`src/design/rcfd_pkg.sv`:
```
`timescale 1ns / 1ps
// ----------------------------------------------------------------------------
// rcfd_pkg - shared types and constants of the RC receiver frame decoder
// Holds the frame geometry, request and status codes, register map, the
// configuration and result records and the blank-result helper.
// ----------------------------------------------------------------------------
package rcfd_pkg;

  // Burst store geometry
  localparam int BUF_BYTES   = 36;
  localparam int FRAME_BYTES = 18;
  localparam int CNT_W       = $clog2(BUF_BYTES + 1);
  localparam int IDX_W       = $clog2(FRAME_BYTES);

  // Field widths
  localparam int STICK_W = 11;
  localparam int WORD_W  = 16;
  localparam int SW_W    = 2;

  // Configuration port
  localparam int APB_AW = 4;
  localparam int APB_DW = 32;

  localparam logic [1:0] REG_CHANNEL_OFFSET = 2'd0;
  localparam logic [1:0] REG_DEADBAND       = 2'd1;
  localparam logic [1:0] REG_ERROR_LIMIT    = 2'd2;
  localparam logic [1:0] REG_LOST_TICKS     = 2'd3;

  localparam logic [10:0] RST_CHANNEL_OFFSET = 11'd1024;
  localparam logic [9:0]  RST_DEADBAND       = 10'd5;
  localparam logic [9:0]  RST_ERROR_LIMIT    = 10'd700;
  localparam logic [15:0] RST_LOST_TICKS     = 16'd50;

  // Switch position reported when a frame is bad or the link is gone
  localparam logic [SW_W-1:0] SW_DOWN = 2'd2;
  localparam logic [SW_W-1:0] SW_NONE = 2'd0;

  // Input word kinds
  typedef enum logic [1:0] {
    REQ_BYTE = 2'd0,
    REQ_IDLE = 2'd1,
    REQ_TICK = 2'd2
  } rcfd_req_t;

  // Result status
  typedef enum logic [1:0] {
    STAT_VALID = 2'd0,
    STAT_ERROR = 2'd1,
    STAT_LOST  = 2'd2
  } rcfd_status_t;

  typedef logic [FRAME_BYTES-1:0][7:0] rcfd_frame_t;

  typedef struct packed {
    logic [10:0] channel_offset;
    logic [9:0]  deadband;
    logic [9:0]  error_limit;
    logic [15:0] lost_ticks;
  } rcfd_cfg_t;

  typedef struct packed {
    logic [STICK_W-1:0] stick_right_h;
    logic [STICK_W-1:0] stick_right_v;
    logic [STICK_W-1:0] stick_left_h;
    logic [STICK_W-1:0] stick_left_v;
    logic [WORD_W-1:0]  wheel_channel;
    logic [3:0]         switch_pair;
    logic [WORD_W-1:0]  mouse_dx;
    logic [WORD_W-1:0]  mouse_dy;
    logic [WORD_W-1:0]  mouse_dz;
    logic [WORD_W-1:0]  mouse_buttons;
    logic [WORD_W-1:0]  key_bits;
    rcfd_status_t       frame_status;
  } rcfd_result_t;

  // All data zero, both switches down, given status
  function automatic rcfd_result_t blank_result(input rcfd_status_t st);
    rcfd_result_t r;
    r              = '0;
    r.switch_pair  = {SW_DOWN, SW_DOWN};
    r.frame_status = st;
    return r;
  endfunction

endpackage

```
`src/design/rcfd_cfg_regs.sv`:
```
`timescale 1ns / 1ps
// ----------------------------------------------------------------------------
// rcfd_cfg_regs - configuration register file
// APB-style slave holding channel offset, deadband, error limit and loss
// timeout; zero wait states, reads return the stored value.
// ----------------------------------------------------------------------------
module rcfd_cfg_regs (
  input  logic                        clk,
  input  logic                        rst_n,
  input  logic                        psel,
  input  logic                        penable,
  input  logic                        pwrite,
  input  logic [rcfd_pkg::APB_AW-1:0] paddr,
  input  logic [rcfd_pkg::APB_DW-1:0] pwdata,
  output logic [rcfd_pkg::APB_DW-1:0] prdata,
  output logic                        pready,
  output rcfd_pkg::rcfd_cfg_t         cfg
);
  import rcfd_pkg::*;

  rcfd_cfg_t  cfg_r, cfg_nxt;
  logic       wr_en;
  logic [1:0] reg_idx;

  assign pready  = 1'b1;
  assign wr_en   = psel & penable & pwrite & pready;
  assign reg_idx = paddr[3:2];

  // Update the addressed register
  always_comb begin
    cfg_nxt = cfg_r;
    if (wr_en) begin
      case (reg_idx)
        REG_CHANNEL_OFFSET: cfg_nxt.channel_offset = pwdata[10:0];
        REG_DEADBAND:       cfg_nxt.deadband       = pwdata[9:0];
        REG_ERROR_LIMIT:    cfg_nxt.error_limit    = pwdata[9:0];
        REG_LOST_TICKS:     cfg_nxt.lost_ticks     = pwdata[15:0];
        default:            cfg_nxt = cfg_r;
      endcase
    end
  end

  always_ff @(posedge clk) begin
    if (!rst_n) begin
      cfg_r.channel_offset <= RST_CHANNEL_OFFSET;
      cfg_r.deadband       <= RST_DEADBAND;
      cfg_r.error_limit    <= RST_ERROR_LIMIT;
      cfg_r.lost_ticks     <= RST_LOST_TICKS;
    end else begin
      cfg_r <= cfg_nxt;
    end
  end

  // Read back
  always_comb begin
    case (reg_idx)
      REG_CHANNEL_OFFSET: prdata = APB_DW'(cfg_r.channel_offset);
      REG_DEADBAND:       prdata = APB_DW'(cfg_r.deadband);
      REG_ERROR_LIMIT:    prdata = APB_DW'(cfg_r.error_limit);
      REG_LOST_TICKS:     prdata = APB_DW'(cfg_r.lost_ticks);
      default:            prdata = '0;
    endcase
  end

  assign cfg = cfg_r;

endmodule

```
`src/design/rcfd_frame_buf.sv`:
```
`timescale 1ns / 1ps
// ----------------------------------------------------------------------------
// rcfd_frame_buf - burst byte store and byte counter
// Collects the bytes of the current burst. The count saturates at the
// buffer size; only the leading frame-length bytes are kept, since a frame
// is decoded only from a burst of exactly that length.
// ----------------------------------------------------------------------------
module rcfd_frame_buf (
  input  logic                       clk,
  input  logic                       rst_n,
  input  logic                       byte_en,
  input  logic [7:0]                 rx_byte,
  input  logic                       clear,
  output rcfd_pkg::rcfd_frame_t      frame,
  output logic [rcfd_pkg::CNT_W-1:0] byte_cnt
);
  import rcfd_pkg::*;

  rcfd_frame_t      store_r;
  logic [CNT_W-1:0] cnt_r, cnt_nxt;
  logic             room;
  logic             keep;

  assign room = cnt_r < CNT_W'(BUF_BYTES);
  assign keep = byte_en && (cnt_r < CNT_W'(FRAME_BYTES));

  // Advance or clear the count
  always_comb begin
    cnt_nxt = cnt_r;
    if (clear) begin
      cnt_nxt = '0;
    end else if (byte_en && room) begin
      cnt_nxt = cnt_r + 1'b1;
    end
  end

  always_ff @(posedge clk) begin
    if (!rst_n) begin
      cnt_r <= '0;
    end else begin
      cnt_r <= cnt_nxt;
    end
  end

  // Write the byte into its slot
  always_ff @(posedge clk) begin
    if (keep) begin
      store_r[cnt_r[IDX_W-1:0]] <= rx_byte;
    end
  end

  assign frame    = store_r;
  assign byte_cnt = cnt_r;

endmodule

```
`src/design/rcfd_decode.sv`:
```
`timescale 1ns / 1ps
// ----------------------------------------------------------------------------
// rcfd_decode - frame field decoder
// Slices sticks, switches, mouse, keys and wheel from a stored frame,
// applies offset and deadband, and flags out-of-range sticks or an unset
// switch.
// ----------------------------------------------------------------------------
module rcfd_decode (
  input  rcfd_pkg::rcfd_frame_t  frame,
  input  rcfd_pkg::rcfd_cfg_t    cfg,
  output rcfd_pkg::rcfd_result_t result,
  output logic                   frame_err
);
  import rcfd_pkg::*;

  logic [3:0][STICK_W-1:0] raw;
  logic [3:0][STICK_W:0]   stick;
  logic [3:0]              over;
  logic [SW_W-1:0]         sw_l, sw_r;
  logic [STICK_W:0]        off_ext, db_ext, lim_ext;
  logic [WORD_W-1:0]       wheel_raw;

  // Unpack the 11-bit channels
  assign raw[0] = {frame[1][2:0], frame[0]};
  assign raw[1] = {frame[2][5:0], frame[1][7:3]};
  assign raw[2] = {frame[4][0],   frame[3], frame[2][7:6]};
  assign raw[3] = {frame[5][3:0], frame[4][7:1]};
  assign sw_l   = frame[5][7:6];
  assign sw_r   = frame[5][5:4];

  assign off_ext = {1'b0, cfg.channel_offset};
  assign db_ext  = {2'b00, cfg.deadband};
  assign lim_ext = {2'b00, cfg.error_limit};

  // Per stick: subtract center, apply deadband, check magnitude
  always_comb begin
    logic signed [STICK_W:0] diff;
    logic signed [STICK_W:0] dz;
    logic signed [STICK_W:0] v;
    logic        [STICK_W:0] m;
    for (int k = 0; k < 4; k++) begin
      diff     = $signed({1'b0, raw[k]}) - $signed(off_ext);
      dz       = $signed(db_ext);
      v        = ((diff > dz) || (diff < -dz)) ? diff : '0;
      m        = v[STICK_W] ? unsigned'(-v) : unsigned'(v);
      stick[k] = unsigned'(v);
      over[k]  = m > lim_ext;
    end
  end

  assign frame_err = (|over) || (sw_l == SW_NONE) || (sw_r == SW_NONE);

  assign wheel_raw = {frame[17], frame[16]};

  // Assemble the decoded word
  always_comb begin
    result               = '0;
    result.stick_right_h = stick[0][STICK_W-1:0];
    result.stick_right_v = stick[1][STICK_W-1:0];
    result.stick_left_h  = stick[2][STICK_W-1:0];
    result.stick_left_v  = stick[3][STICK_W-1:0];
    result.wheel_channel = wheel_raw - WORD_W'(cfg.channel_offset);
    result.switch_pair   = {sw_l, sw_r};
    result.mouse_dx      = {frame[7],  frame[6]};
    result.mouse_dy      = {frame[9],  frame[8]};
    result.mouse_dz      = {frame[11], frame[10]};
    result.mouse_buttons = {frame[13], frame[12]};
    result.key_bits      = {frame[15], frame[14]};
    result.frame_status  = STAT_VALID;
  end

endmodule

```
`src/design/rcfd_out_queue.sv`:
```
`timescale 1ns / 1ps
// ----------------------------------------------------------------------------
// rcfd_out_queue - two-entry result buffer
// Head register drives the output; a second slot takes a new result while
// the head waits, so the input side keeps moving under back-pressure.
// ----------------------------------------------------------------------------
module rcfd_out_queue (
  input  logic                   clk,
  input  logic                   rst_n,
  input  logic                   push,
  input  rcfd_pkg::rcfd_result_t push_data,
  output logic                   full,
  output logic                   out_valid,
  input  logic                   out_ready,
  output rcfd_pkg::rcfd_result_t out_data
);
  import rcfd_pkg::*;

  rcfd_result_t head_r, head_nxt, tail_r, tail_nxt;
  logic         head_vld_r, head_vld_nxt, tail_vld_r, tail_vld_nxt;
  logic         pop;

  assign pop = head_vld_r & out_ready;

  // Shift on pop, fill the first free slot on push
  always_comb begin
    head_nxt     = head_r;
    tail_nxt     = tail_r;
    head_vld_nxt = head_vld_r;
    tail_vld_nxt = tail_vld_r;
    if (pop) begin
      if (tail_vld_r) begin
        head_nxt     = tail_r;
        head_vld_nxt = 1'b1;
        tail_nxt     = push_data;
        tail_vld_nxt = push;
      end else begin
        head_nxt     = push_data;
        head_vld_nxt = push;
      end
    end else if (push) begin
      if (!head_vld_r) begin
        head_nxt     = push_data;
        head_vld_nxt = 1'b1;
      end else begin
        tail_nxt     = push_data;
        tail_vld_nxt = 1'b1;
      end
    end
  end

  always_ff @(posedge clk) begin
    if (!rst_n) begin
      head_vld_r <= 1'b0;
      tail_vld_r <= 1'b0;
    end else begin
      head_vld_r <= head_vld_nxt;
      tail_vld_r <= tail_vld_nxt;
    end
  end

  always_ff @(posedge clk) begin
    head_r <= head_nxt;
    tail_r <= tail_nxt;
  end

  assign full      = tail_vld_r;
  assign out_valid = head_vld_r;
  assign out_data  = head_r;

endmodule

```
`src/design/rc_receiver_frame_decoder_top.sv`:
```
`timescale 1ns / 1ps
// ----------------------------------------------------------------------------
// rc_receiver_frame_decoder_top - RC receiver frame decoder
//
//   Port group  Direction  Content
//   in_*        slave      one word: received byte, line idle or time tick
//   out_*       master     one decoded, error or link-lost result word
//   p*          APB slave  offset, deadband, error limit, loss timeout
//
// One input word is taken per cycle while in_tready is high; a result shows
// on out_tvalid once it heads the output buffer. The decode is a single pass
// from the byte store through the decoder into the two-entry output buffer.
// in_tready drops only while both output slots hold results not yet taken.
// Reset is synchronous: count, link state, output buffer and registers clear.
// ----------------------------------------------------------------------------
module rc_receiver_frame_decoder_top (
  input  logic                        clk,
  input  logic                        rst_n,
  // Input words
  input  logic                        in_tvalid,
  output logic                        in_tready,
  input  logic [7:0]                  in_tdata,   // [7:0] rx_byte
  input  logic [1:0]                  in_tuser,   // [1:0] req_type
  // Results
  output logic                        out_tvalid,
  input  logic                        out_tready,
  // [10:0] stick_right_h, [21:11] stick_right_v, [32:22] stick_left_h,
  // [43:33] stick_left_v, [59:44] wheel_channel, [63:60] switch_pair,
  // [79:64] mouse_dx, [95:80] mouse_dy, [111:96] mouse_dz,
  // [127:112] mouse_buttons, [143:128] key_bits
  output logic [143:0]                out_tdata,
  output logic [1:0]                  out_tuser,  // [1:0] frame_status
  // Configuration
  input  logic                        psel,
  input  logic                        penable,
  input  logic                        pwrite,
  input  logic [rcfd_pkg::APB_AW-1:0] paddr,
  input  logic [rcfd_pkg::APB_DW-1:0] pwdata,
  output logic [rcfd_pkg::APB_DW-1:0] prdata,
  output logic                        pready
);
  import rcfd_pkg::*;

  rcfd_cfg_t        cfg;
  rcfd_frame_t      frame;
  logic [CNT_W-1:0] byte_cnt;
  rcfd_result_t     dec_result, res, head;
  logic             dec_err;
  logic             accept, is_byte, is_idle, is_tick;
  logic             frame_ready, tick_lost, res_vld, q_full;
  logic [15:0]      countdown_r, countdown_nxt;
  logic             link_up_r, link_up_nxt;

  assign accept  = in_tvalid & in_tready;
  assign is_byte = accept && (in_tuser == REQ_BYTE);
  assign is_idle = accept && (in_tuser == REQ_IDLE);
  assign is_tick = accept && (in_tuser == REQ_TICK);

  rcfd_cfg_regs u_cfg (
    .clk     (clk),
    .rst_n   (rst_n),
    .psel    (psel),
    .penable (penable),
    .pwrite  (pwrite),
    .paddr   (paddr),
    .pwdata  (pwdata),
    .prdata  (prdata),
    .pready  (pready),
    .cfg     (cfg)
  );

  rcfd_frame_buf u_buf (
    .clk      (clk),
    .rst_n    (rst_n),
    .byte_en  (is_byte),
    .rx_byte  (in_tdata),
    .clear    (is_idle),
    .frame    (frame),
    .byte_cnt (byte_cnt)
  );

  rcfd_decode u_dec (
    .frame     (frame),
    .cfg       (cfg),
    .result    (dec_result),
    .frame_err (dec_err)
  );

  // Decode on an idle event that closes a burst of exactly one frame
  assign frame_ready = is_idle && (byte_cnt == CNT_W'(FRAME_BYTES));
  assign tick_lost   = is_tick && link_up_r && (countdown_r <= 16'd1);
  assign res_vld     = frame_ready || tick_lost;

  // Select the result word
  always_comb begin
    if (tick_lost) begin
      res = blank_result(STAT_LOST);
    end else if (dec_err) begin
      res = blank_result(STAT_ERROR);
    end else begin
      res = dec_result;
    end
  end

  // Reload on a good frame, count down on ticks, drop the link on expiry
  always_comb begin
    countdown_nxt = countdown_r;
    link_up_nxt   = link_up_r;
    if (frame_ready && !dec_err) begin
      countdown_nxt = cfg.lost_ticks;
      link_up_nxt   = 1'b1;
    end else if (tick_lost) begin
      countdown_nxt = '0;
      link_up_nxt   = 1'b0;
    end else if (is_tick && link_up_r) begin
      countdown_nxt = countdown_r - 16'd1;
    end
  end

  always_ff @(posedge clk) begin
    if (!rst_n) begin
      countdown_r <= '0;
      link_up_r   <= 1'b0;
    end else begin
      countdown_r <= countdown_nxt;
      link_up_r   <= link_up_nxt;
    end
  end

  rcfd_out_queue u_q (
    .clk       (clk),
    .rst_n     (rst_n),
    .push      (res_vld),
    .push_data (res),
    .full      (q_full),
    .out_valid (out_tvalid),
    .out_ready (out_tready),
    .out_data  (head)
  );

  assign in_tready = ~q_full;

  // Pack the result word, first field lowest
  assign out_tdata = {head.key_bits, head.mouse_buttons, head.mouse_dz, head.mouse_dy,
                      head.mouse_dx, head.switch_pair, head.wheel_channel,
                      head.stick_left_v, head.stick_left_h, head.stick_right_v,
                      head.stick_right_h};
  assign out_tuser = head.frame_status;

endmodule

```
`config.mk`:
```
export PLATFORM = sky130hd
export DESIGN_NAME = rc_receiver_frame_decoder_top
export DESIGN_NICKNAME = d
export VERILOG_FILES = /design/src/design/rcfd_pkg.sv /design/src/design/rcfd_cfg_regs.sv /design/src/design/rcfd_frame_buf.sv /design/src/design/rcfd_decode.sv /design/src/design/rcfd_out_queue.sv /design/src/design/rc_receiver_frame_decoder_top.sv
export SDC_FILE = /design/constraint.sdc
export NUM_CORES = 1
export LEC_CHECK = 0
export ABC_AREA = 1
export BUFFER_PORTS_ARGS = -buffer_cell sky130_fd_sc_hd__buf_2
export CAP_MARGIN = 20
export CORE_MARGIN = 10
export CORE_UTILIZATION = 51
export DETAILED_ROUTE_END_ITERATION = 16
export GPL_TIMING_DRIVEN = 1
export PLACE_DENSITY = 0.7
export RECOVER_POWER = 100
export SYNTH_ARGS = -nofsm -noshare
export SYNTH_HDL_FRONTEND = slang
export SYNTH_SLANG_ARGS = --single-unit
```
`constraint.sdc`:
```
create_clock -name clk -period 28.8 [get_ports clk]
set_input_delay 0 -clock clk [delete_from_list [all_inputs] [get_ports clk]]
set_output_delay 0 -clock clk [all_outputs]
set_load 0.03 [all_outputs]
```
# After elaboration in Yosys (flattened, before gate mapping)

Cells that the tools add are included.

Reductions and logical operators: 35
Order comparisons: 17
Bitwise logic cells: 6
Equal/unequal tests: 8
Add/sub/neg operators: 12
Muxes and demuxes: 34

Operators with widths:

| operator                | count |
|---|---|
| $mux W146               | 10 |
| $bwmux W144             | 1 |
| $pmux W32 S4            | 1 |
| $mux W12                | 8 |
| $gt A12 B10 Y1          | 4 |
| $gt A12 B11 Y1          | 4 |
| $lt A12 B12 Y1          | 4 |
| $mux W16                | 3 |
| $neg A12 Y12            | 4 |
| $sub A11 B11 Y12        | 4 |
| $demux W8 S5            | 1 |
| $le A16 B1 Y1 const B   | 1 |
| $sub A16 B1 Y16 const B | 1 |
| $sub A16 B11 Y16        | 1 |
| $neg A10 Y12            | 1 |
| $reduce_and A2 Y1       | 6 |
| $logic_and A1 B1 Y1     | 10 |
| $mux W1                 | 9 |
| $logic_not A2 Y1        | 4 |
| $mux W8                 | 1 |
| $logic_or A1 B1 Y1      | 7 |
| $add A6 B1 Y6 const B   | 1 |
| $eq A2 B2 Y1 const B    | 3 |
| $eq A6 B5 Y1 const B    | 1 |
| other kinds (15)        | 22 |

Input bits: 53
Logic and storage cells: 163
Register bits: 508
Output and inout bits: 181

# Longest topological paths before layout

Depth in word-level cells: 15
Depth in mapped cells: 53
Depth with buffers taken out: 51

# Hierarchy

From an unflattened synthesis, not the netlist that was laid out.

Cells, all modules: 3235
Area, all modules: 28491.1 um^2

Modules (own cells, without submodules):

| module                        | instances | area an instance (um^2) | cells an instance |
|---|---|---|---|
| rcfd_out_queue                | 1         | 10696.5                 | 779 |
| rcfd_decode                   | 1         | 7813.7                  | 1294 |
| rcfd_frame_buf                | 1         | 4947.2                  | 244 |
| rc_receiver_frame_decoder_top | 1         | 2666.3                  | 561 |
| rcfd_cfg_regs                 | 1         | 2367.3                  | 357 |

# Least setup slack after synthesis

OpenSTA, ideal clock, no wires.

Path kind: reg2reg
Start: register u_q.tail_vld_r (netlist: u_q.full)
End: register u_q.head_r, in the netlist u_q.out_data[0], enable pin
Buffers on the path: 0
Clock period less this slack: 12.513 ns
Arrival: 11.660 ns
Library setup time: 0.853 ns
Required time: 27.947 ns
Setup slack: 16.287 ns
Cell stages (with the launch flop): 8
Path through: dfxtp_1 > inv_1 > nand2_1 > nor2_1 > nand3_1 > nor4_1 > nor2_1 > o21ai_0

Longest elaborated chain between the ends: 8
Elaborated cells between the ends (all ways): 10

Ends and longest elaborated chain:

| item                                    | RTL line                             | source |
|---|---|---|
| start, declared                         | rcfd_out_queue.sv:20                 | `logic head_vld_r, head_vld_nxt, tail_vld_r, tail_vld_nxt;` |
| start signal, assigned                  | rcfd_out_queue.sv:58                 | `tail_vld_r <= tail_vld_nxt;` |
| $not A1 Y1 (*)                          | rc_receiver_frame_decoder_top.sv:141 | `assign in_tready = ~q_full;` |
| named net in_tready                     | rc_receiver_frame_decoder_top.sv:21  | `output logic in_tready,` |
| $and A1 B1 Y1 (*)                       | rc_receiver_frame_decoder_top.sv:54  | `assign accept = in_tvalid & in_tready;` |
| $logic_and A1 B1 Y1                     | rc_receiver_frame_decoder_top.sv:57  | `assign is_tick = accept && (in_tuser == REQ_TICK);` |
| $logic_and A1 B1 Y1 (2 in a row)        | rc_receiver_frame_decoder_top.sv:91  | `assign tick_lost = is_tick && link_up_r && (countdown_r <= 16'd1);` |
| $logic_or A1 B1 Y1 (*)                  | rc_receiver_frame_decoder_top.sv:92  | `assign res_vld = frame_ready \|\| tick_lost;` |
| $reduce_bool A2 Y1 (no source line) (*) | n/a                                  |  |
| $reduce_and A2 Y1 (no source line) (*)  | n/a                                  |  |
| end signal, assigned                    | rcfd_out_queue.sv:63                 | `head_r <= head_nxt;` |
| end, declared                           | rcfd_out_queue.sv:19                 | `rcfd_result_t head_r, head_nxt, tail_r, tail_nxt;` |

Mark *: on every way through the listed nets, which the timed path passes. The rest lies on a longest branch.
A chain may end at the register's enable or synchronous reset.

==> key figures <==
Setup path
  • CP max-delay cell: clkbuf_1
  • Critical Path Source Type: flop
  • CP max stage delay: 2.67 ns
  • WS Path Type: reg -> reg
  • Nature of the critical path endpoint: flop
  • Req. time, crit path: between 20 and 30 ns
  • Crit path top cell by count: nand2_1
  • Worst-path fanout max: 80
  • Data arrival, critical path: between 10 and 15 ns

Final layout
  • Final net count: around 3.2k
  • Layout area overhead: 12.1%
  • Fill cells: roughly 4.5k
  • Layout cells sized above 1: approximately 5.8%
  • Finished Layout Cells: between 3k and 4k

STA
  • FMAX: roughly 75 MHz
  • Fin crit period: ~13 ns
  • RSZ-0062 raised after global routing: false
  • Slew Viols, Final: roughly 450
  • Final period util: a little under half
  • Endpoints failing hold: 0
  • Min Hold Slack: about 0.077 ns
  • Setup Viol. Count Final: 0
  • Final Skew: 0.0225 ns
  • Worst rel slew slack: -222%
  • TNS Setup: 0 ns
  • Worst-margin pin slew: about 4.8 ns

Placement
  • Global placer's final weighted congestion: approximately 0.94
  • Port Buffers: 198
  • Post-DP HPWL: between 40,000 and 50,000 um
  • Placed cells: approximately 3.6k

GRT
  • Global-route wire length before repair: around 100,000 um
  • Initial antenna violation count: 0
  • GRT Residual Overflow: 0
  • Vias in the first global route: approximately 19k
  • Largest net degree at the start of global routing: approximately 110
  • Gr usage total: a little over a fifth

CTS
  • Sink Count: between 500 and 600
  • Cts repair resizes: 0
  • Clock latency at the later pin of the worst-skew pair: between 0.6 and 0.7 ns
  • TritonCTS clock tree: yes
  • H-tree depth: 2
  • Clock transition at the registers of the reported paths: 0.06 ns
  • Post-CTS Setup Bufs: 0
  • CTS hold repair buffers: 38
  • Clk buf depth: 3
  • TritonCTS buffer count: 50
  • Clock Tree Root: clkbuf_16

Pwr
  • Total power draw: between 1.5 and 2 mW
  • Clock power frac: 41.7%
  • Psw: 0.371 mW
  • Fraction of power consumed by sequential logic: 50.5%
  • Internal power: between 1 and 1.5 mW
  • Power density over the cells: approximately 53 nW/um^2
  • Switching Fraction: approximately a quarter
  • Comb power frac: 7.7%
  • Pleak: approximately 13 nW
  • Max VDD drop: ~0.044 mV

Logic synthesis
  • Largest cells by area after synthesis: edfxtp_1 49%, ha_1 9.0%, nand2_1 6.7%
  • Synth Warn #: 0
  • Synth Flop Type: edfxtp_1
  • Cell area after synthesis: approximately 27,000 sq um
  • Synth top cells by count: 472 x nand2_1, 436 x edfxtp_1, 340 x inv_1
  • Post-synth EDFFs: 436
  • Top-count cell post-synth: nand2_1
  • Cell taking the most area after synthesis: edfxtp_1
  • FF+latch count, synth: between 500 and 600
  • Distinct cells, synth: 56
  • Avg Synthesized Cell Area: roughly 9.6 sq um
  • Sequential-to-total area share from yosys stat: a little over half
  • Synth async-reset ratio: 0%
  • Top cell type's share of synthesized area: 49.4%
  • Gate Count Post-Synth: approximately 2.8k

Drt
  • Total iterations of the first detailed-routing run: 6
  • Final ANT Viol Nets: 0
  • DR WL/cell: ~19 um
  • Initial DRC count: 1,697
  • Drt total wl: between 60,000 and 70,000 um
  • Vias per inst: 5.39
  • # DRC: 0
  • DR vias: ~20k

Floorplanning
  • Initial Util: roughly half
  • Num rows: 83
  • Die extent in y: roughly 250 um
  • Core box area: between 50,000 and 60,000 sq um
  • Die Wd: ~250 um
  • Ports: between 200 and 250
  • Die footprint: between 60,000 and 70,000 sq um

Outcome
  • Status: finished, violations left
  • Failing checks: capacitance limit, slew limit

Job
  • Max-cap violations: 8

Hold path
  • Hold crit path type: in -> reg
==> critical path, delay by kind of cell, from the launching register on <==
family,cells,cell delay [ns]
AO/OA/AOI/OAI,8,1.74
adder cells (fa/ha/maj),4,1.13
buffers and inverters,10,6.00
AND/OR/NAND/NOR,20,2.98
XOR/XNOR,2,0.85
flip-flops,1,0.31
==> sequential cells by signal, summed over array words and instances (netlist names) <==
name            flops
u_q.out_data      146
countdown_r        16
u_cfg.cfg          47
u_buf.byte_cnt      6
u_q.full            1
u_q.out_valid       1
u_q.tail_r        146
link_up_r           1
u_buf.frame       144
==> power groups by stage <==
stage | sequential, mW | clock [mW] | combinational (mW)
after floorplan | 0.812 | 0 | 0.0845
after global placement | 0.813 | 0 | 0.114
final | 0.797 | 0.658 | 0.122
after CTS | 0.797 | 0.666 | 0.121
after detailed placement | 0.813 | 0 | 0.117
after global routing | 0.797 | 0.695 | 0.136
==> per-layer routing <==
| metal | part of all wire [%] | vias up | track usage (%) |
|---|---|---|---|
| met4 | 2.0 | 0 | 5.74 |
| li1 | - | 9748 | - |
| met5 | 0 | - | 0 |
| met1 | 44 | 9544 | 29.5 |
| met3 | 6.3 | 88 | 3.42 |
| met2 | 48 | 609 | 36.3 |
==> path summary, 6_finish.rpt <==
path | from | slack (ns) | end | depth (start not counted)
worst max register to register | u_cfg.cfg[37] | 15.41 | u_q.out_data[120] | 44
worst max-delay path | u_cfg.cfg[37] | 15.41 | u_q.out_data[120] | 44
worst min register to register | u_cfg.cfg[13] | 0.48 | u_cfg.cfg[13] | 2
worst min-delay path | pwrite | 0.08 | u_cfg.cfg[25] | 5
==> layout by cell type (no fill, tap or decap), types with 24 or more instances in the layout <==
cell type and count:
nand3_1 96, nand4_1 40, dfxtp_1 72, dlygate4sd3_1 38, buf_2 25, ha_1 190, clkbuf_1 187, o21ai_0 125
a21oi_1 304, nand2_1 503, inv_2 37, xor2_1 36, edfxtp_1 436, clkbuf_16 52, nor2_1 314, clkinv_1 24
inv_1 345
==> cells by family (layout without fill, tap and decap cells) <==
group	count (synthesis)	in the layout	synth area share (%)
AO/OA/AOI/OAI	509	509	10.3
XOR/XNOR	53	53	1.75
adder cells (fa/ha/maj)	195	195	9.34
buffers and inverters	494	739	7.70
flip-flops	508	508	54.8
multiplexers	4	4	0.165
other	2	18	0.0283
AND/OR/NAND/NOR	1003	1003	15.9
==> final cells by class <==
class | instances | area (sq um) | share of cell area, %
flip-flops and latches | 508 | 14500 | 48.9
multi-input cells | 1781 | 9930 | 33.4
inverters | 401 | 1510 | 5.07
clock buffers | 65 | 1400 | 4.71
repair buffers | 247 | 1230 | 4.14
well taps | 680 | 851 | 2.86
clock inverters | 26 | 263 | 0.884
diodes | 1 | 2.50 | 0.00842
==> metrics by stage <==
stage               utilization [%]  setup slack (ns)  instance area [sq um]
floorplan                         -             16.29                  26600
CTS                            58.4             19.18                  30000
global route                   57.8             14.45                  29700
global placement               54.4             19.29                  28000
finish                         57.8             15.41                  29700
detailed placement             54.4             19.21                  28000
No activity file was read; power rests on OpenSTA's default activity.
